`src/rtl/hmm_pkg.sv`:
```
// Shared types and constants for the hexacopter motor mixer.
package hmm_pkg;

	localparam int MOTOR_COUNT = 6;
	localparam int CMD_W       = 12;
	localparam int MIX_W       = 18;
	localparam int ADDR_W      = 4;
	localparam int DATA_W      = 32;

	// mixing coefficients in ten-thousandths
	localparam int COEF_C_TENK = 1667;
	localparam int COEF_A_TENK = 2887;
	localparam int COEF_D_TENK = 3333;

	localparam logic [CMD_W-1:0] MIN_CMD_RESET   = 12'd1100;
	localparam logic [CMD_W-1:0] MAX_CMD_RESET   = 12'd1950;
	localparam logic [CMD_W-1:0] LOW_STICK_RESET = 12'd1150;
	localparam logic [CMD_W-1:0] IDLE_CMD_RESET  = 12'd1000;

	typedef enum logic [1:0] {
		REG_MIN_CMD   = 2'd0,
		REG_MAX_CMD   = 2'd1,
		REG_LOW_STICK = 2'd2,
		REG_IDLE_CMD  = 2'd3
	} reg_idx_t;

	typedef struct packed {
		logic [CMD_W-1:0] min_command;
		logic [CMD_W-1:0] max_command;
		logic [CMD_W-1:0] low_stick_level;
		logic [CMD_W-1:0] idle_command;
	} cfg_t;

	typedef struct packed {
		logic        [15:0] throttle_in;
		logic signed [15:0] roll_term;
		logic signed [15:0] pitch_term;
		logic signed [15:0] yaw_term;
		logic               armed;
		logic               alt_hold;
		logic        [11:0] stick_throttle;
	} in_item_t;

	typedef struct packed {
		logic [CMD_W-1:0] motor_a;
		logic [CMD_W-1:0] motor_b;
		logic [CMD_W-1:0] motor_c;
		logic [CMD_W-1:0] motor_d;
		logic [CMD_W-1:0] motor_e;
		logic [CMD_W-1:0] motor_f;
	} out_item_t;

	// truncated mixes handed from front to back
	typedef struct packed {
		logic                                idle;
		logic [MOTOR_COUNT-1:0][MIX_W-1:0]   motor;
	} mix_item_t;

endpackage

```
`src/rtl/hmm_fifo.sv`:
```
// Small register FIFO used between pipeline sections.
module hmm_fifo #(
	parameter int WIDTH = 8,
	parameter int DEPTH = 4
) (
	input  logic             clk,
	input  logic             arst_n,
	input  logic             push,
	output logic             full,
	input  logic [WIDTH-1:0] wdata,
	output logic             empty,
	input  logic             pop,
	output logic [WIDTH-1:0] rdata
);

	localparam int PW = (DEPTH > 1) ? $clog2(DEPTH) : 1;
	localparam int CW = $clog2(DEPTH + 1);

	logic [WIDTH-1:0] mem_q [DEPTH];
	logic [PW-1:0]    wr_ptr_q;
	logic [PW-1:0]    rd_ptr_q;
	logic [CW-1:0]    count_q;
	logic             do_push;
	logic             do_pop;

	assign full    = (count_q == CW'(DEPTH));
	assign empty   = (count_q == '0);
	assign do_push = push && !full;
	assign do_pop  = pop && !empty;
	assign rdata   = mem_q[rd_ptr_q];

	always_ff @(posedge clk or negedge arst_n) begin
		if (!arst_n) begin
			wr_ptr_q <= '0;
			rd_ptr_q <= '0;
			count_q  <= '0;
		end else begin
			if (do_push) begin
				wr_ptr_q <= (wr_ptr_q == PW'(DEPTH - 1)) ? '0 : wr_ptr_q + 1'b1;
			end
			if (do_pop) begin
				rd_ptr_q <= (rd_ptr_q == PW'(DEPTH - 1)) ? '0 : rd_ptr_q + 1'b1;
			end
			if (do_push && !do_pop) begin
				count_q <= count_q + 1'b1;
			end else if (do_pop && !do_push) begin
				count_q <= count_q - 1'b1;
			end
		end
	end

	always_ff @(posedge clk) begin
		if (do_push) begin
			mem_q[wr_ptr_q] <= wdata;
		end
	end

endmodule

```
`src/rtl/hmm_front.sv`:
```
// Front section: accepts items, flags idle override, multiplies, sums, truncates.
module hmm_front #(
	parameter int COEF_FRAC_BITS = 14
) (
	input  logic                clk,
	input  logic                arst_n,
	input  hmm_pkg::cfg_t       cfg,
	input  logic                push,
	output logic                full,
	input  hmm_pkg::in_item_t   item,
	output logic                mix_valid,
	input  logic                mix_full,
	output hmm_pkg::mix_item_t  mix_item
);

	localparam int F      = COEF_FRAC_BITS;
	localparam int COEF_W = F + 2;
	localparam int PROD_W = COEF_W + 17;
	localparam int SUM_W  = PROD_W + 2;
	localparam int MC     = hmm_pkg::MOTOR_COUNT;
	localparam int MIX_W  = hmm_pkg::MIX_W;

	localparam int KC = ((hmm_pkg::COEF_C_TENK << F) + 5000) / 10000;
	localparam int KA = ((hmm_pkg::COEF_A_TENK << F) + 5000) / 10000;
	localparam int KD = ((hmm_pkg::COEF_D_TENK << F) + 5000) / 10000;

	localparam logic signed [COEF_W-1:0] KC_S = COEF_W'(KC);
	localparam logic signed [COEF_W-1:0] KA_S = COEF_W'(KA);
	localparam logic signed [COEF_W-1:0] KD_S = COEF_W'(KD);

	logic en_s1, en_s2, en_s3;
	logic valid_s1, valid_s2, valid_s3;
	logic idle_s1, idle_s2, idle_s3;

	logic signed [PROD_W-1:0] pt_s1, pr_s1, pp_s1, py_s1, pd_s1;
	logic signed [SUM_W-1:0]  sum_s2 [MC];
	logic [MC-1:0][MIX_W-1:0] mix_s3;

	logic signed [SUM_W-1:0] pt_x, pr_x, pd_x, pq_x;
	logic signed [SUM_W-1:0] biased [MC];
	logic signed [SUM_W-1:0] shifted [MC];

	assign en_s3 = !valid_s3 || !mix_full;
	assign en_s2 = !valid_s2 || en_s3;
	assign en_s1 = !valid_s1 || en_s2;
	assign full  = !en_s1;

	assign pt_x = SUM_W'(pt_s1);
	assign pr_x = SUM_W'(pr_s1);
	assign pd_x = SUM_W'(pd_s1);
	assign pq_x = SUM_W'(pp_s1) + SUM_W'(py_s1);

	always_comb begin
		for (int i = 0; i < MC; i++) begin
			biased[i]  = sum_s2[i]
				+ $signed({{(SUM_W-F){1'b0}}, {F{sum_s2[i][SUM_W-1]}}});
			shifted[i] = biased[i] >>> F;
		end
	end

	always_ff @(posedge clk or negedge arst_n) begin
		if (!arst_n) begin
			valid_s1 <= 1'b0;
			valid_s2 <= 1'b0;
			valid_s3 <= 1'b0;
		end else begin
			if (en_s1) begin
				valid_s1 <= push;
			end
			if (en_s2) begin
				valid_s2 <= valid_s1;
			end
			if (en_s3) begin
				valid_s3 <= valid_s2;
			end
		end
	end

	always_ff @(posedge clk) begin
		if (en_s1 && push) begin
			pt_s1   <= PROD_W'($signed({1'b0, item.throttle_in}) * KC_S);
			pr_s1   <= PROD_W'(item.roll_term * KA_S);
			pp_s1   <= PROD_W'(item.pitch_term * KC_S);
			py_s1   <= PROD_W'(item.yaw_term * KC_S);
			pd_s1   <= PROD_W'(item.pitch_term * KD_S);
			idle_s1 <= !item.armed
				|| (!item.alt_hold && (item.stick_throttle < cfg.low_stick_level));
		end
		if (en_s2 && valid_s1) begin
			sum_s2[0] <= pt_x + pr_x - pq_x;
			sum_s2[1] <= pt_x - pd_x + SUM_W'(py_s1);
			sum_s2[2] <= pt_x - pr_x - pq_x;
			sum_s2[3] <= pt_x - pr_x + pq_x;
			sum_s2[4] <= pt_x + pd_x - SUM_W'(py_s1);
			sum_s2[5] <= pt_x + pr_x + pq_x;
			idle_s2   <= idle_s1;
		end
		if (en_s3 && valid_s2) begin
			for (int i = 0; i < MC; i++) begin
				mix_s3[i] <= shifted[i][MIX_W-1:0];
			end
			idle_s3 <= idle_s2;
		end
	end

	assign mix_valid      = valid_s3;
	assign mix_item.idle  = idle_s3;
	assign mix_item.motor = mix_s3;

endmodule

```
`src/rtl/hmm_back.sv`:
```
// Back section: largest mix, shift-down, clamp and idle override.
module hmm_back (
	input  logic                clk,
	input  logic                arst_n,
	input  hmm_pkg::cfg_t       cfg,
	input  logic                mix_empty,
	output logic                mix_pop,
	input  hmm_pkg::mix_item_t  mix_item,
	output logic                res_push,
	input  logic                res_full,
	output hmm_pkg::out_item_t  res_item
);

	localparam int MC    = hmm_pkg::MOTOR_COUNT;
	localparam int MIX_W = hmm_pkg::MIX_W;
	localparam int CMD_W = hmm_pkg::CMD_W;
	localparam int VW    = MIX_W + 2;

	logic en_s1, en_s2, en_s3;
	logic valid_s1, valid_s2, valid_s3;
	logic idle_s1, idle_s2;

	logic signed [MIX_W-1:0] mix_s1 [MC];
	logic signed [MIX_W-1:0] top_s1;
	logic signed [VW-1:0]    val_s2 [MC];
	logic [CMD_W-1:0]        cmd_s3 [MC];

	logic signed [MIX_W-1:0] m_in [MC];
	logic signed [MIX_W-1:0] max01, max23, max45, max03, top_c;
	logic signed [VW-1:0]    hi_x, lo_x, excess;
	logic                    over;
	logic signed [VW-1:0]    lo_c [MC];
	logic [CMD_W-1:0]        cmd_c [MC];

	assign en_s3    = !valid_s3 || !res_full;
	assign en_s2    = !valid_s2 || en_s3;
	assign en_s1    = !valid_s1 || en_s2;
	assign mix_pop  = en_s1 && !mix_empty;
	assign res_push = valid_s3;

	always_comb begin
		for (int i = 0; i < MC; i++) begin
			m_in[i] = $signed(mix_item.motor[i]);
		end
		max01 = (m_in[1] > m_in[0]) ? m_in[1] : m_in[0];
		max23 = (m_in[3] > m_in[2]) ? m_in[3] : m_in[2];
		max45 = (m_in[5] > m_in[4]) ? m_in[5] : m_in[4];
		max03 = (max23 > max01) ? max23 : max01;
		top_c = (max45 > max03) ? max45 : max03;
	end

	assign hi_x   = $signed({{(VW-CMD_W){1'b0}}, cfg.max_command});
	assign lo_x   = $signed({{(VW-CMD_W){1'b0}}, cfg.min_command});
	assign over   = VW'(top_s1) > hi_x;
	assign excess = over ? (VW'(top_s1) - hi_x) : '0;

	always_comb begin
		for (int i = 0; i < MC; i++) begin
			lo_c[i] = (val_s2[i] < lo_x) ? lo_x : val_s2[i];
			if (idle_s2) begin
				cmd_c[i] = cfg.idle_command;
			end else if (lo_c[i] > hi_x) begin
				cmd_c[i] = cfg.max_command;
			end else begin
				cmd_c[i] = lo_c[i][CMD_W-1:0];
			end
		end
	end

	always_ff @(posedge clk or negedge arst_n) begin
		if (!arst_n) begin
			valid_s1 <= 1'b0;
			valid_s2 <= 1'b0;
			valid_s3 <= 1'b0;
		end else begin
			if (en_s1) begin
				valid_s1 <= !mix_empty;
			end
			if (en_s2) begin
				valid_s2 <= valid_s1;
			end
			if (en_s3) begin
				valid_s3 <= valid_s2;
			end
		end
	end

	always_ff @(posedge clk) begin
		if (mix_pop) begin
			mix_s1  <= m_in;
			top_s1  <= top_c;
			idle_s1 <= mix_item.idle;
		end
		if (en_s2 && valid_s1) begin
			for (int i = 0; i < MC; i++) begin
				val_s2[i] <= VW'(mix_s1[i]) - excess;
			end
			idle_s2 <= idle_s1;
		end
		if (en_s3 && valid_s2) begin
			cmd_s3 <= cmd_c;
		end
	end

	assign res_item.motor_a = cmd_s3[0];
	assign res_item.motor_b = cmd_s3[1];
	assign res_item.motor_c = cmd_s3[2];
	assign res_item.motor_d = cmd_s3[3];
	assign res_item.motor_e = cmd_s3[4];
	assign res_item.motor_f = cmd_s3[5];

endmodule

```
`src/rtl/hexacopter_motor_mixer_top.sv`:
```
// Top level of the hexacopter motor mixer: config registers, sections and queues.
//
// Input channel: present an item on "item" with push high; it is taken at a
// rising edge where full is low. One item can be taken every cycle while full stays low.
// Result channel: while empty is low the oldest result sits on "result";
// raise pop to take it. Each item yields exactly one result, in order.
// Path: a taken item passes through three front stages, the middle queue, three
// back stages and the result queue before it shows on the result ports.
// Throughput: one item per cycle while no stall holds the stages on either side.
// Stalls: when pop is held low the result queue fills, the back stages hold,
// the 4-entry middle queue fills and then full rises; items already taken are
// never lost.
// Configuration: APB writes at byte addresses 0, 4, 8, 12 set min_command,
// max_command, low_stick_level and idle_command; write only while idle.
// Reset (arst_n low) empties every stage and queue and loads the register
// defaults 1100, 1950, 1150 and 1000.
module hexacopter_motor_mixer_top #(
	parameter int COEF_FRAC_BITS = 14
) (
	input  logic                         clk,
	input  logic                         arst_n,
	input  logic                         push,
	output logic                         full,
	input  hmm_pkg::in_item_t            item,
	output logic                         empty,
	input  logic                         pop,
	output hmm_pkg::out_item_t           result,
	input  logic                         psel,
	input  logic                         penable,
	input  logic                         pwrite,
	input  logic [hmm_pkg::ADDR_W-1:0]   paddr,
	input  logic [hmm_pkg::DATA_W-1:0]   pwdata,
	output logic [hmm_pkg::DATA_W-1:0]   prdata,
	output logic                         pready
);

	localparam int CMD_W = hmm_pkg::CMD_W;

	hmm_pkg::cfg_t      cfg_q;
	hmm_pkg::reg_idx_t  reg_idx;
	logic               cfg_wr;
	logic [CMD_W-1:0]   rd_val;

	logic               front_valid;
	logic               mid_full;
	logic               mid_empty;
	logic               mid_pop;
	hmm_pkg::mix_item_t front_item;
	hmm_pkg::mix_item_t mid_item;
	logic               res_push;
	logic               res_full;
	hmm_pkg::out_item_t res_item;

	assign pready  = 1'b1;
	assign reg_idx = hmm_pkg::reg_idx_t'(paddr[3:2]);
	assign cfg_wr  = psel && penable && pwrite && pready;

	always_ff @(posedge clk or negedge arst_n) begin
		if (!arst_n) begin
			cfg_q.min_command     <= hmm_pkg::MIN_CMD_RESET;
			cfg_q.max_command     <= hmm_pkg::MAX_CMD_RESET;
			cfg_q.low_stick_level <= hmm_pkg::LOW_STICK_RESET;
			cfg_q.idle_command    <= hmm_pkg::IDLE_CMD_RESET;
		end else if (cfg_wr) begin
			case (reg_idx)
				hmm_pkg::REG_MIN_CMD:   cfg_q.min_command     <= pwdata[CMD_W-1:0];
				hmm_pkg::REG_MAX_CMD:   cfg_q.max_command     <= pwdata[CMD_W-1:0];
				hmm_pkg::REG_LOW_STICK: cfg_q.low_stick_level <= pwdata[CMD_W-1:0];
				hmm_pkg::REG_IDLE_CMD:  cfg_q.idle_command    <= pwdata[CMD_W-1:0];
				default: ;
			endcase
		end
	end

	always_comb begin
		case (reg_idx)
			hmm_pkg::REG_MIN_CMD:   rd_val = cfg_q.min_command;
			hmm_pkg::REG_MAX_CMD:   rd_val = cfg_q.max_command;
			hmm_pkg::REG_LOW_STICK: rd_val = cfg_q.low_stick_level;
			hmm_pkg::REG_IDLE_CMD:  rd_val = cfg_q.idle_command;
			default:                rd_val = '0;
		endcase
	end

	assign prdata = {{(hmm_pkg::DATA_W-CMD_W){1'b0}}, rd_val};

	hmm_front #(
		.COEF_FRAC_BITS(COEF_FRAC_BITS)
	) u_front (
		.clk       (clk),
		.arst_n    (arst_n),
		.cfg       (cfg_q),
		.push      (push),
		.full      (full),
		.item      (item),
		.mix_valid (front_valid),
		.mix_full  (mid_full),
		.mix_item  (front_item)
	);

	hmm_fifo #(
		.WIDTH($bits(hmm_pkg::mix_item_t)),
		.DEPTH(4)
	) u_mid_q (
		.clk    (clk),
		.arst_n (arst_n),
		.push   (front_valid),
		.full   (mid_full),
		.wdata  (front_item),
		.empty  (mid_empty),
		.pop    (mid_pop),
		.rdata  (mid_item)
	);

	hmm_back u_back (
		.clk       (clk),
		.arst_n    (arst_n),
		.cfg       (cfg_q),
		.mix_empty (mid_empty),
		.mix_pop   (mid_pop),
		.mix_item  (mid_item),
		.res_push  (res_push),
		.res_full  (res_full),
		.res_item  (res_item)
	);

	hmm_fifo #(
		.WIDTH($bits(hmm_pkg::out_item_t)),
		.DEPTH(2)
	) u_res_q (
		.clk    (clk),
		.arst_n (arst_n),
		.push   (res_push),
		.full   (res_full),
		.wdata  (res_item),
		.empty  (empty),
		.pop    (pop),
		.rdata  (result)
	);

	logic motors_ok;

	always_comb begin
		motors_ok = 1'b1;
		for (int i = 0; i < hmm_pkg::MOTOR_COUNT; i++) begin
			if (result[i*CMD_W +: CMD_W] > cfg_q.max_command
				&& result[i*CMD_W +: CMD_W] != cfg_q.idle_command) begin
				motors_ok = 1'b0;
			end
		end
	end

	// every waiting command is within the upper limit or is the idle value
	a_motor_range: assert property (@(posedge clk) disable iff (!arst_n)
		!empty |-> motors_ok)
		else $error("motor command above upper limit");

	// the front stalls only when the middle queue is backed up
	a_full_cause: assert property (@(posedge clk) disable iff (!arst_n)
		full |-> mid_full)
		else $error("full raised with room in middle queue");

	// a result written into the result queue leaves it non-empty next cycle
	a_back_feed: assert property (@(posedge clk) disable iff (!arst_n)
		res_push && !res_full |=> !empty)
		else $error("result queue empty after a result was written");

endmodule
```
`config.mk`:
```
export PLATFORM = sky130hd
export DESIGN_NAME = hexacopter_motor_mixer_top
export DESIGN_NICKNAME = d
export VERILOG_FILES = /design/src/rtl/hmm_pkg.sv /design/src/rtl/hmm_fifo.sv /design/src/rtl/hmm_front.sv /design/src/rtl/hmm_back.sv /design/src/rtl/hexacopter_motor_mixer_top.sv
export SDC_FILE = /design/constraint.sdc
export NUM_CORES = 2
export LEC_CHECK = 0
export ABC_CLOCK_PERIOD_IN_PS = 11900
export BUFFER_PORTS_ARGS = -buffer_cell sky130_fd_sc_hd__buf_2
export CAP_MARGIN = 15
export CORE_ASPECT_RATIO = 0.8
export CORE_MARGIN = 5
export CORE_UTILIZATION = 55
export DETAILED_ROUTE_END_ITERATION = 10
export PLACE_DENSITY_LB_ADDON = 0.12
export RECOVER_POWER = 50
export SLEW_MARGIN = 20
export SYNTH_ARGS = -nofsm -noshare
export SYNTH_HDL_FRONTEND = slang
export SYNTH_SLANG_ARGS = --single-unit
```
`constraint.sdc`:
```
create_clock -name clk -period 11.9 [get_ports clk]
set_input_delay 1.19 -clock clk [delete_from_list [all_inputs] [get_ports clk]]
set_output_delay 1.19 -clock clk [all_outputs]
set_load 0.05 [all_outputs]
```
==> reports/results.ini <==
[run_status]
status = complete, but fails checks
violations = max-capacitance violations, max-slew violations

[logic_synthesis]
synthFlopType = edfxtp_1
synth_most_common_cell = edfxtp_1
synthDistinctLibCells = 79
synth_area_um2 = 97000
yosysSeqAreaShare = 0.435
yosysTopAreaCell = edfxtp_1
synth_edf_count = 1348
syn_avg_cell_area_um2 = 11.8
ys_async_sr_fraction = 0.0460
syn_inst = 8211
yosys-top-cells-count = edfxtp_1, ha_1, inv_1
ys_ff_latch = 1413
yosys-top-cells-area = edfxtp_1, ha_1, fa_1
synth_top_area_share = 0.417
yosys_warnings = 0

[clocking]
postCtsResizedCells = 0
clkSinkCount = 1413
cts.path.max_buffers = 3
clkLatencyLatePin_ps = 790
clk_transition_reported_paths_ps = 70
cts-buffers-inserted = 146
htreeDepth = 4
cts-hold-fix-buffers = 0
cts_tree = built
postCtsSetupBuffers = 0
cts_root_buf = clkbuf_16

[place]
place_hpwl_mm = 204
gp_congestion = 0.950
numPortBuffers = 184

[setup_path]
cp.arrival_ps = 10890
start_kind = flop
end_kind = flop
max_stage_delay_ps = 860
crit_type = reg2reg
cp.required_ps = 12430
cp_max_fo = 32
crit_path_top_delay_cell = clkbuf_1

[floorplan]
ios = 228
initial_core_util = 0.555
die-area_um2 = 185000
row_count = 137
die_w_um = 479
dieHeight_um = 386
core_area_um2 = 175000

[timing]
hold_violations = 0
maxSlewViolCount = 788
setup_viol_count_final = 0
worst_slew_pin_slew_ps = 4520
fin_tns_setup_ps = 0
min_period_ps = 10360
rsz0062_at_grt = false
post-route-period-util = 0.871
clock.fmax_ghz = 0.0965
relSlewSlack = -2.02
clock_skew_ps = 66.7

[route]
routed_wl_mm = 255
firstDrtPassIters = 5
drt_iter0_drc = 4735
num_vias = 63200
ant_nets = 0
wire_per_inst_um = 23.5
drc_errors = 0
vias_per_cell = 5.81

[layout]
drive_above_1_share = 0.0971
area_delta_synth_final_pct = 8.80
final_nets = 10100

[global_routing]
grt_pass1_wl_mm = 387
overflow = 0
grt_max_degree = 86
grt.total_usage = 0.277
antenna_found_initial = 16
grt_pass1_vias = 63400

[flow_run]
maxCapViolCount = 15

[min_path]
min_path_type = reg2reg

registers in the layout, indices dropped and copies added (netlist names), 2 cells and up:
signal,cells
u_mid_q.rd_ptr_q,2
cfg_q,48
u_front.py_s1,29
u_back.top_s1,18
u_front.mix_item,108
u_mid_q.count_q,3
u_back.res_item,72
u_res_q.mem_q,144
u_mid_q.wr_ptr_q,2
u_front.sum_s2,193
u_mid_q.mem_q,436
u_front.pt_s1,28
u_back.mix_s1,108
u_front.pr_s1,29
u_front.pd_s1,30
u_back.val_s2,120
u_res_q.count_q,2
u_front.pp_s1,28
per-layer routing:
metal / track usage / part of all wire / vias to the layer above
met4: 0.0787 / 0.032 / 2
met3: 0.0319 / 0.058 / 351
met2: 0.461 / 0.47 / 1848
met1: 0.386 / 0.44 / 31200
met5: 0 / 0.000059 / -
li1: - / - / 29800
worst paths after layout:
kind	slack, ps	to	start	depth (start not counted)
setup reg to reg	1540	u_back.top_s1[9]	u_mid_q.rd_ptr_q[0]	31
hold reg to reg	420	u_front.idle_s3	u_front.idle_s2	0
hold / removal	420	u_front.idle_s3	u_front.idle_s2	0
min in group asynchronous	650	u_mid_q.wr_ptr_q[0]	arst_n	1
max in group asynchronous	7470	u_res_q.rd_ptr_q	arst_n	2
setup / recovery	1540	u_back.top_s1[9]	u_mid_q.rd_ptr_q[0]	31
worst max-delay path: cells and delay by family (launching register included):
family	cells	cell delay [ps]
AOI/OAI and AO/OA	10	2340
muxes	4	2160
and+or+nand+nor	8	2100
buffers and inverters	6	1760
adders and majority gates	3	850
DFF	1	830
layout make-up:
cell class,count,area (um^2)
diodes,4,10.0
multi-input cells,5509,50000
clock inverters,90,1130
clock buffers,175,3810
well taps,2293,2870
inverters,1155,4340
fillers,14100,69300
flip-flops and latches,1413,42100
repair buffers,228,1210
metrics by stage:
step | instances | setup WS (ps) | util | instance area [um^2] | hold WS [ps]
3_3_place_gp | 10600 | 1950 | 0.576 | 101000 | 409
6_report | 10900 | 1540 | 0.603 | 105000 | 420
2_1_floorplan | 8236 | 3450 | - | 97100 | 400
4_1_cts | 10900 | 1780 | 0.604 | 106000 | 249
3_5_place_dp | 10600 | 1790 | 0.576 | 101000 | 405
5_1_grt | 10900 | 811 | 0.603 | 105000 | 441
cells in the final DEF (no fill, tap or decap), types with 30 or more instances in the layout:
| master | count |
|---|---|
| edfxtp_1 | 1348 |
| ha_1 | 1157 |
| inv_1 | 1155 |
| nor2_1 | 469 |
| a21oi_1 | 409 |
| xnor2_1 | 404 |
| fa_1 | 398 |
| o21ai_0 | 334 |
| nand2_1 | 322 |
| a21o_1 | 211 |
| mux2_2 | 194 |
| buf_2 | 174 |
| xor2_1 | 151 |
| clkbuf_16 | 147 |
| nand3_1 | 141 |
| nor3_1 | 135 |
| mux4_2 | 121 |
| mux2i_1 | 99 |
| nand2b_1 | 78 |
| nor2b_1 | 72 |
| o21a_1 | 71 |
| o21bai_1 | 55 |
| nand4_1 | 53 |
| and3_1 | 53 |
| clkbuf_1 | 48 |
| a31oi_1 | 40 |
| or3_1 | 38 |
| dfrtp_1 | 37 |
| a21boi_0 | 30 |
logic make-up (layout without fill, tap and decap cells):
group           count (synthesis)  after routing  synth area share
mux                           424            424            0.0624
simple gates                 1499           1499            0.0739
flops                        1413           1413             0.435
buf+inv                      1314           1648            0.0519
other cells                     2             31         0.0000775
xor+xnor                      555            555            0.0501
fa+ha+maj                    1556           1556             0.232
compound gates               1448           1448            0.0955
Power is left out: the tool's default activity adds up to more than one toggle a clock period on the data nets, which glitch-free logic cannot reach.
